### src/sv/tkls_pkg.sv
package tkls_pkg;

    localparam int VALUE_W = 32;
    localparam int KEEP_W  = 5;

    typedef struct packed {
        logic signed [VALUE_W-1:0] sample_value;
        logic                      set_end;
    } sample_t;

    typedef struct packed {
        logic signed [VALUE_W-1:0] kept_value;
        logic                      run_last;
    } result_t;

    typedef struct packed {
        logic                      ins;
        logic                      drop;
        logic                      pop;
        logic signed [VALUE_W-1:0] value;
    } cell_ctrl_t;

    typedef struct packed {
        logic signed [VALUE_W-1:0] cur_value;
        logic                      cur_valid;
        logic                      here;
        logic signed [VALUE_W-1:0] ins_value;
        logic                      ins_valid;
    } cell_link_t;

endpackage

### src/sv/top_k_largest_selector.sv
// Keeps the largest keep_count values of each set of signed 32-bit samples.
// Samples arrive as beats on the sample channel (valid/ready); set_end marks
// the final beat of a set. The kept values leave as beats on the result
// channel in ascending order, run_last high on the final beat of the run.
// keep_count is to be written through cfg_we/cfg_wdata while the block is
// idle; the block itself does not enforce this. Zero acts as one and values
// above MAX_KEEP act as MAX_KEEP. A row of MAX_KEEP cells holds the values
// sorted. Every sample beat is inserted in the cycle it is accepted, so the
// block takes one sample per cycle while a set is in progress. After a
// set_end beat the chain shifts one value per cycle into the result register
// while the receiver takes each beat: the set_end beat sets the drain flag,
// and each pop then loads the result register. During the run sample_ready is
// low; it rises in the cycle after the last value enters the result register.
// When the receiver stalls, the result register holds its beat and the
// chain waits. Reset empties the chain, clears the result valid flag and
// sets keep_count to 3.
module top_k_largest_selector
    import tkls_pkg::*;
#(
    parameter int MAX_KEEP = 16
)
(
    input  logic              clk,
    input  logic              rst_n,
    input  logic              sample_valid,
    output logic              sample_ready,
    input  sample_t           sample,
    output logic              result_valid,
    input  logic              result_ready,
    output result_t           result,
    input  logic              cfg_we,
    input  logic [KEEP_W-1:0] cfg_wdata
);

    localparam int CW = $clog2(MAX_KEEP + 1);
    localparam int EW = (CW > KEEP_W) ? CW : KEEP_W;

    logic [KEEP_W-1:0] keep_count_reg;
    logic [CW-1:0]     total_reg;
    logic [CW-1:0]     total_next;
    logic              drain_reg;
    logic              drain_next;
    logic              result_valid_reg;
    logic              result_valid_next;
    result_t           result_reg;
    result_t           result_next;

    logic [EW-1:0]     keep_ext;
    logic [EW-1:0]     k_eff;
    logic              accept;
    logic              pop;
    logic              drop;
    cell_ctrl_t        ctrl;
    cell_link_t        link  [MAX_KEEP+1];
    cell_link_t        below [MAX_KEEP];
    logic [MAX_KEEP-1:0] valid_vec;

    assign keep_ext = EW'(keep_count_reg);

    always_comb
    begin
        if (keep_ext == '0)
        begin
            k_eff = EW'(1);
        end
        else if (keep_ext > EW'(MAX_KEEP))
        begin
            k_eff = EW'(MAX_KEEP);
        end
        else
        begin
            k_eff = keep_ext;
        end
    end

    assign sample_ready = !drain_reg;
    assign accept       = sample_valid && sample_ready;
    assign pop          = drain_reg && (!result_valid_reg || result_ready);
    assign drop         = EW'(total_reg) >= k_eff;

    assign ctrl.ins   = accept;
    assign ctrl.drop  = drop;
    assign ctrl.pop   = pop;
    assign ctrl.value = sample.sample_value;

    genvar gi;
    generate
        for (gi = 0; gi < MAX_KEEP; gi++)
        begin : g_cell
            if (gi == 0)
            begin : g_first
                assign below[gi] = '{cur_value: '0, cur_valid: 1'b1, here: 1'b0,
                                     ins_value: '0, ins_valid: 1'b1};
            end
            else
            begin : g_rest
                assign below[gi] = link[gi-1];
            end

            tkls_cell u_cell (
                .clk   (clk),
                .rst_n (rst_n),
                .ctrl  (ctrl),
                .below (below[gi]),
                .above (link[gi+1]),
                .link  (link[gi])
            );

            assign valid_vec[gi] = link[gi].cur_valid;
        end
    endgenerate

    // Spare link above the top cell, with no storage: it supplies the overflow value of a full chain.
    assign link[MAX_KEEP] = '{cur_value: '0, cur_valid: 1'b0, here: 1'b1,
                              ins_value: link[MAX_KEEP-1].here ? link[MAX_KEEP-1].cur_value
                                                               : sample.sample_value,
                              ins_valid: link[MAX_KEEP-1].cur_valid};

    always_comb
    begin
        total_next        = total_reg;
        drain_next        = drain_reg;
        result_valid_next = result_valid_reg;
        result_next       = result_reg;
        if (result_ready)
        begin
            result_valid_next = 1'b0;
        end
        if (accept)
        begin
            if (!drop)
            begin
                total_next = total_reg + CW'(1);
            end
            drain_next = sample.set_end;
        end
        if (pop)
        begin
            result_valid_next      = 1'b1;
            result_next.kept_value = link[0].cur_value;
            result_next.run_last   = !link[1].cur_valid;
            total_next             = total_reg - CW'(1);
            if (!link[1].cur_valid)
            begin
                drain_next = 1'b0;
            end
        end
    end

    always_ff @(posedge clk or negedge rst_n)
    begin
        if (!rst_n)
        begin
            keep_count_reg   <= KEEP_W'(3);
            total_reg        <= '0;
            drain_reg        <= 1'b0;
            result_valid_reg <= 1'b0;
        end
        else
        begin
            if (cfg_we)
            begin
                keep_count_reg <= cfg_wdata;
            end
            total_reg        <= total_next;
            drain_reg        <= drain_next;
            result_valid_reg <= result_valid_next;
        end
    end

    always_ff @(posedge clk)
    begin
        result_reg <= result_next;
    end

    assign result_valid = result_valid_reg;
    assign result       = result_reg;

    a_count_matches: assert property (@(posedge clk) disable iff (!rst_n)
        $countones(valid_vec) == int'(total_reg))
        else $error("Entry count disagrees with the cell valid bits.");

    a_thermometer: assert property (@(posedge clk) disable iff (!rst_n)
        ((valid_vec + MAX_KEEP'(1)) & valid_vec) == '0)
        else $error("Cell valid bits are not packed from the bottom.");

    a_drain_nonempty: assert property (@(posedge clk) disable iff (!rst_n)
        drain_reg |-> link[0].cur_valid)
        else $error("Draining with an empty chain.");

    a_last_ends_drain: assert property (@(posedge clk) disable iff (!rst_n)
        pop && !link[1].cur_valid |=> !drain_reg && total_reg == '0)
        else $error("Run did not end after its final beat.");

    a_total_bound: assert property (@(posedge clk) disable iff (!rst_n)
        int'(total_reg) <= MAX_KEEP)
        else $error("Entry count exceeds the chain length.");

endmodule

### src/sv/tkls_cell.sv
module tkls_cell
    import tkls_pkg::*;
(
    input  logic       clk,
    input  logic       rst_n,
    input  cell_ctrl_t ctrl,
    input  cell_link_t below,
    input  cell_link_t above,
    output cell_link_t link
);

    logic signed [VALUE_W-1:0] value_reg;
    logic signed [VALUE_W-1:0] value_next;
    logic                      valid_reg;
    logic                      valid_next;
    logic                      greater;

    // The new value lands in the first cell holding a larger value or no value.
    assign greater = valid_reg && (value_reg > ctrl.value);

    always_comb
    begin
        link.cur_value = value_reg;
        link.cur_valid = valid_reg;
        link.here      = greater || !valid_reg;
        if (!link.here)
        begin
            link.ins_value = value_reg;
        end
        else if (below.here)
        begin
            link.ins_value = below.cur_value;
        end
        else
        begin
            link.ins_value = ctrl.value;
        end
        link.ins_valid = valid_reg || below.cur_valid;
    end

    always_comb
    begin
        value_next = value_reg;
        valid_next = valid_reg;
        if (ctrl.pop)
        begin
            value_next = above.cur_value;
            valid_next = above.cur_valid;
        end
        else if (ctrl.ins)
        begin
            if (ctrl.drop)
            begin
                value_next = above.ins_value;
                valid_next = above.ins_valid;
            end
            else
            begin
                value_next = link.ins_value;
                valid_next = link.ins_valid;
            end
        end
    end

    always_ff @(posedge clk)
    begin
        value_reg <= value_next;
    end

    always_ff @(posedge clk or negedge rst_n)
    begin
        if (!rst_n)
        begin
            valid_reg <= 1'b0;
        end
        else
        begin
            valid_reg <= valid_next;
        end
    end

endmodule
### config.mk
export PLATFORM = sky130hd
export DESIGN_NAME = top_k_largest_selector
export DESIGN_NICKNAME = d
export VERILOG_FILES = /design/src/sv/tkls_pkg.sv /design/src/sv/top_k_largest_selector.sv /design/src/sv/tkls_cell.sv
export SDC_FILE = /design/constraint.sdc
export NUM_CORES = 2
export LEC_CHECK = 0
export CAP_MARGIN = 20
export CORE_AREA = 2 2 286 288
export CTS_BUF_LIST = sky130_fd_sc_hd__clkbuf_2 sky130_fd_sc_hd__clkbuf_4 sky130_fd_sc_hd__clkbuf_8
export DETAILED_ROUTE_END_ITERATION = 16
export DIE_AREA = 0 0 288 290
export DONT_BUFFER_PORTS = 1
export PLACE_DENSITY = 0.75
export SLEW_MARGIN = 20
export SYNTH_ARGS = -nofsm -noshare
export SYNTH_HDL_FRONTEND = slang
export SYNTH_SLANG_ARGS = --single-unit
### constraint.sdc
create_clock -name clk -period 12.66 [get_ports clk]
set_input_delay 0.633 -clock clk [delete_from_list [all_inputs] [get_ports clk]]
set_output_delay 0.633 -clock clk [all_outputs]
set_load 0.005 [all_outputs]
==> flow_summary.ini <==
[timing]
rsz0062_at_grt = no
timing.max_slew.rel_slack = 0.1150
min_period_over_period = 0.3910
report.final.slew_viol_count = 0
timing_hold_violations_final = 0
finalSetupViolCount = 0
total_neg_setup_slack_ns = 0
finalCriticalPeriod_ns = 4.950
max_clock_freq_mhz = 202.0
fin_skew_ns = 0.06521
worstMarginPinSlew_ns = 1.328

[clock_network]
worstSkewPairLatency_ns = 0.77
clock_sinks = 573
clock_path_buffers = 3
tritoncts = done
clk_root_buffer_cell = clkbuf_8
clk_pin_slew_worst_paths_ns = 0.06
numCtsBuffers = 107
clock_tree.htree_level_count = 3
cts_setup_buffers = 0

[drt]
drt_pre_antenna_iters = 8
drc = 0
dr.first_iter.drc_count = 5777
wl_per_cell_um = 25.35
routed_wirelength_um = 154600
route.detailed.vias_per_inst = 7.282
post_detailed_route_count_of_antenna_violating_nets = 0
vias = 44400

[cells_and_area]
largest_register_ff_count = 512
areaGrowthSynthToFinish_pct = 6.250
post-route-util = 0.6358
fin_nets = 5508
drive_above_1_share = 0.09849

[logic_synthesis]
synth-seq-cells = 573
fraction_of_registers_with_async_set_reset = 0.04887
synthTopCellsByCount = 520 x ha_1, 513 x edfxtp_1, 510 x nand2_1, 405 x a21oi_1, 384 x o21ai_0
synth.most_common_cell = ha_1
synth_largest_area_cell = edfxtp_1
dominantRegCellSynth = edfxtp_1
post_synth_edffs = 513
syn_inst = 5157
yosys_warnings = 0
yosysTopAreaCellShare = 0.3212
yosys.cell_types.count = 77
cell_area_after_synthesis_um2 = 47960
post_synthesis_sequential_area_ratio = 0.3492
synth_area_per_cell_um2 = 9.301
netlist_top_cells_area = edfxtp_1 32%, ha_1 14%, a21oi_1 4.2%
synth.net_count = 5721

[worst_setup_path]
critical_path_peak_fanout = 65
timing.critical_path.slowest_cell_delay_ns = 0.76
crit_end = g_cell[9].u_cell.value_reg[31]
reg2reg_to = g_cell[9].u_cell.value_reg[31]
worst_setup_path_start_kind = flip-flop
worstRegToRegCells = 15
crit_required_ns = 13.25
worst-path-stages = 15
worstSetupStartpoint = keep_count_reg[1]
reg2reg_setup_slack_ns = 7.71
crit-reg2reg-launch = keep_count_reg[1]
critPathTopFamily = compound AO/OA/AOI/OAI gates
worstPathArrival_ns = 5.54
worstPathCellList = nor3_1 -> nor2_1 -> nor2_1 -> ha_1 -> nand2b_1 -> a21o_1 -> a21o_1 -> a21oi_1 -> o21ba_4 -> buf_4 -> nand2_4 -> buf_4 -> a21oi_1 -> a22oi_1 -> nand2b_1
path_buf_inv = 2
timing.setup.critical_path_class = flip-flop to flip-flop
worst_path_max_delay_cell = buf_4
critical_path.endpoint_type = flip-flop

[grt]
grt_pass1_wl_um = 238500
antenna_violations_before_repair = 7
global_route.usage.total = 0.3571
globalRouteOverflowTotal = 0
grt_pass1_vias = 41690
grt_start_max_net_pins = 181

[outcome]
run_status = finished clean

[die]
die_height_um = 290
start_util = 0.5984
floorplan.die_area_um2 = 83520
design.core.area_um2 = 80160
rows = 104
die-width_um = 288
ioPinCount = 78

[hold_path]
hold_class = primary input to flip-flop
whs_path_depth = 2

[power]
power_density_nw_per_um2 = 330.8
irDropWorstVdd_mv = 0.2710
p_leak_nw = 20.51

[job]
max_cap_viol_count = 0

[placed_design]
hpwlAfterDp_um = 103200
numPortBuffers = 0
gp_routability_congestion = 0.9387
==> metal layers <==
layer / global-route usage / share of wire / up-vias / wire length [um]
met2: 0.5371 / 0.44 / 2579 / 67740
met5: 0 / 0.00042 / - / 65
li1: - / - / 20040 / -
met3: 0.07830 / 0.11 / 388 / 16990
met1: 0.5041 / 0.42 / 21390 / 64240
met4: 0.1281 / 0.036 / 10 / 5555
==> how the worst min path moves through the flow <==
| stage | from | to |
|---|---|---|
| floorplan | rst_n | drain_reg |
| global placement | rst_n | keep_count_reg[2] |
| detailed placement | rst_n | keep_count_reg[4] |
| CTS | sample[4] | g_cell[15].u_cell.value_reg[3] |
| global route | sample[3] | g_cell[15].u_cell.value_reg[2] |
| finish | sample[25] | g_cell[15].u_cell.value_reg[24] |
==> cells by family after synthesis <==
kind of cell             count (synthesis)  share of synthesized area
AO/OA/AOI/OAI                         1996                     0.2862
AND/OR/NAND/NOR                       1230                     0.1156
flip-flops                             573                     0.3492
adder cells (fa/ha/maj)                521                     0.1361
buffers and inverters                  513                    0.04210
multiplexers                           320                    0.07012
XOR/XNOR                                 4                  0.0007306
==> worst register-to-register path, cell delays in order (launching register included) <==
cell	delay [ns]
dfstp_2	0.55
nor3_1	0.05
nor2_1	0.08
nor2_1	0.05
ha_1	0.25
nand2b_1	0.14
a21o_1	0.17
a21o_1	0.17
a21oi_1	0.33
o21ba_4	0.68
buf_4	0.83
nand2_4	0.52
buf_4	0.53
a21oi_1	0.24
a22oi_1	0.09
nand2b_1	0.11
==> placed cells by master, fill, tap and decap left out, drive strengths merged, types with 25 or more instances in the layout <==
cell     Yosys  routed
a211o      100     100
clkbuf     366     168
nand3       71      71
ha         520     520
or2         34      34
and2        38      38
nor2       326     326
a211oi      45      45
mux2i      192     192
a2bb2oi     30      30
dfrtp       26      26
inv         94      97
o21a        33      33
buf         52      91
a21o        48      48
o211ai     255     255
a22o        32      32
nand2b      42      42
o22ai       66      66
o221a       32      32
dfxtp       32      32
o21ai      388     388
a31oi      136     136
o221ai      37      37
nand2      510     510
o22a        31      31
a221oi      44      44
clkinv       1      25
a221o       63      63
a32oi       61      61
nand4      110     110
edfxtp     513     513
a311o       65      65
mux2       128     128
a22oi       71      71
a21oi      405     405
==> metrics by stage <==
| step | setup WS [ns] | power [mW] | std cells | instance area [um^2] | hold WS (ns) |
|---|---|---|---|---|---|
| 2_1_floorplan | 0.6463 | 12.27 | 5157 | 47960 | 0.3374 |
| 3_3_place_gp | 7.613 | 14.23 | 5889 | 48580 | 0.3380 |
| 3_5_place_dp | 7.548 | 14.57 | 5889 | 48580 | 0.3384 |
| 4_1_cts | 7.825 | 16.58 | 6096 | 50950 | 0.00004435 |
| 5_1_grt | 7.520 | 17.98 | 6097 | 50960 | 0.02046 |
| 6_report | 7.710 | 16.86 | 6098 | 50960 | 0.03335 |
==> power breakdown <==
group          switching, mW  internal (mW)
sequential              1.16           3.89
combinational           5.96           3.86
clock                  0.899           1.09
==> repair_timing <==
item                      CTS  global route
hold buffers                6             0
hold endpoints to repair   31             0
resized for setup           0             0
==> cell type report <==
cell class,instances,area (um^2)
fill,6650,29200
antenna,2,5.005
tap,1060,1326
multi-input combinational,4071,29420
clock buffer,168,2012
sequential,573,16750
timing repair buffer,96,799.5
inverter,95,364.1
clock inverter,33,289.0
Note: power is estimated with default switching activity, not from simulation.
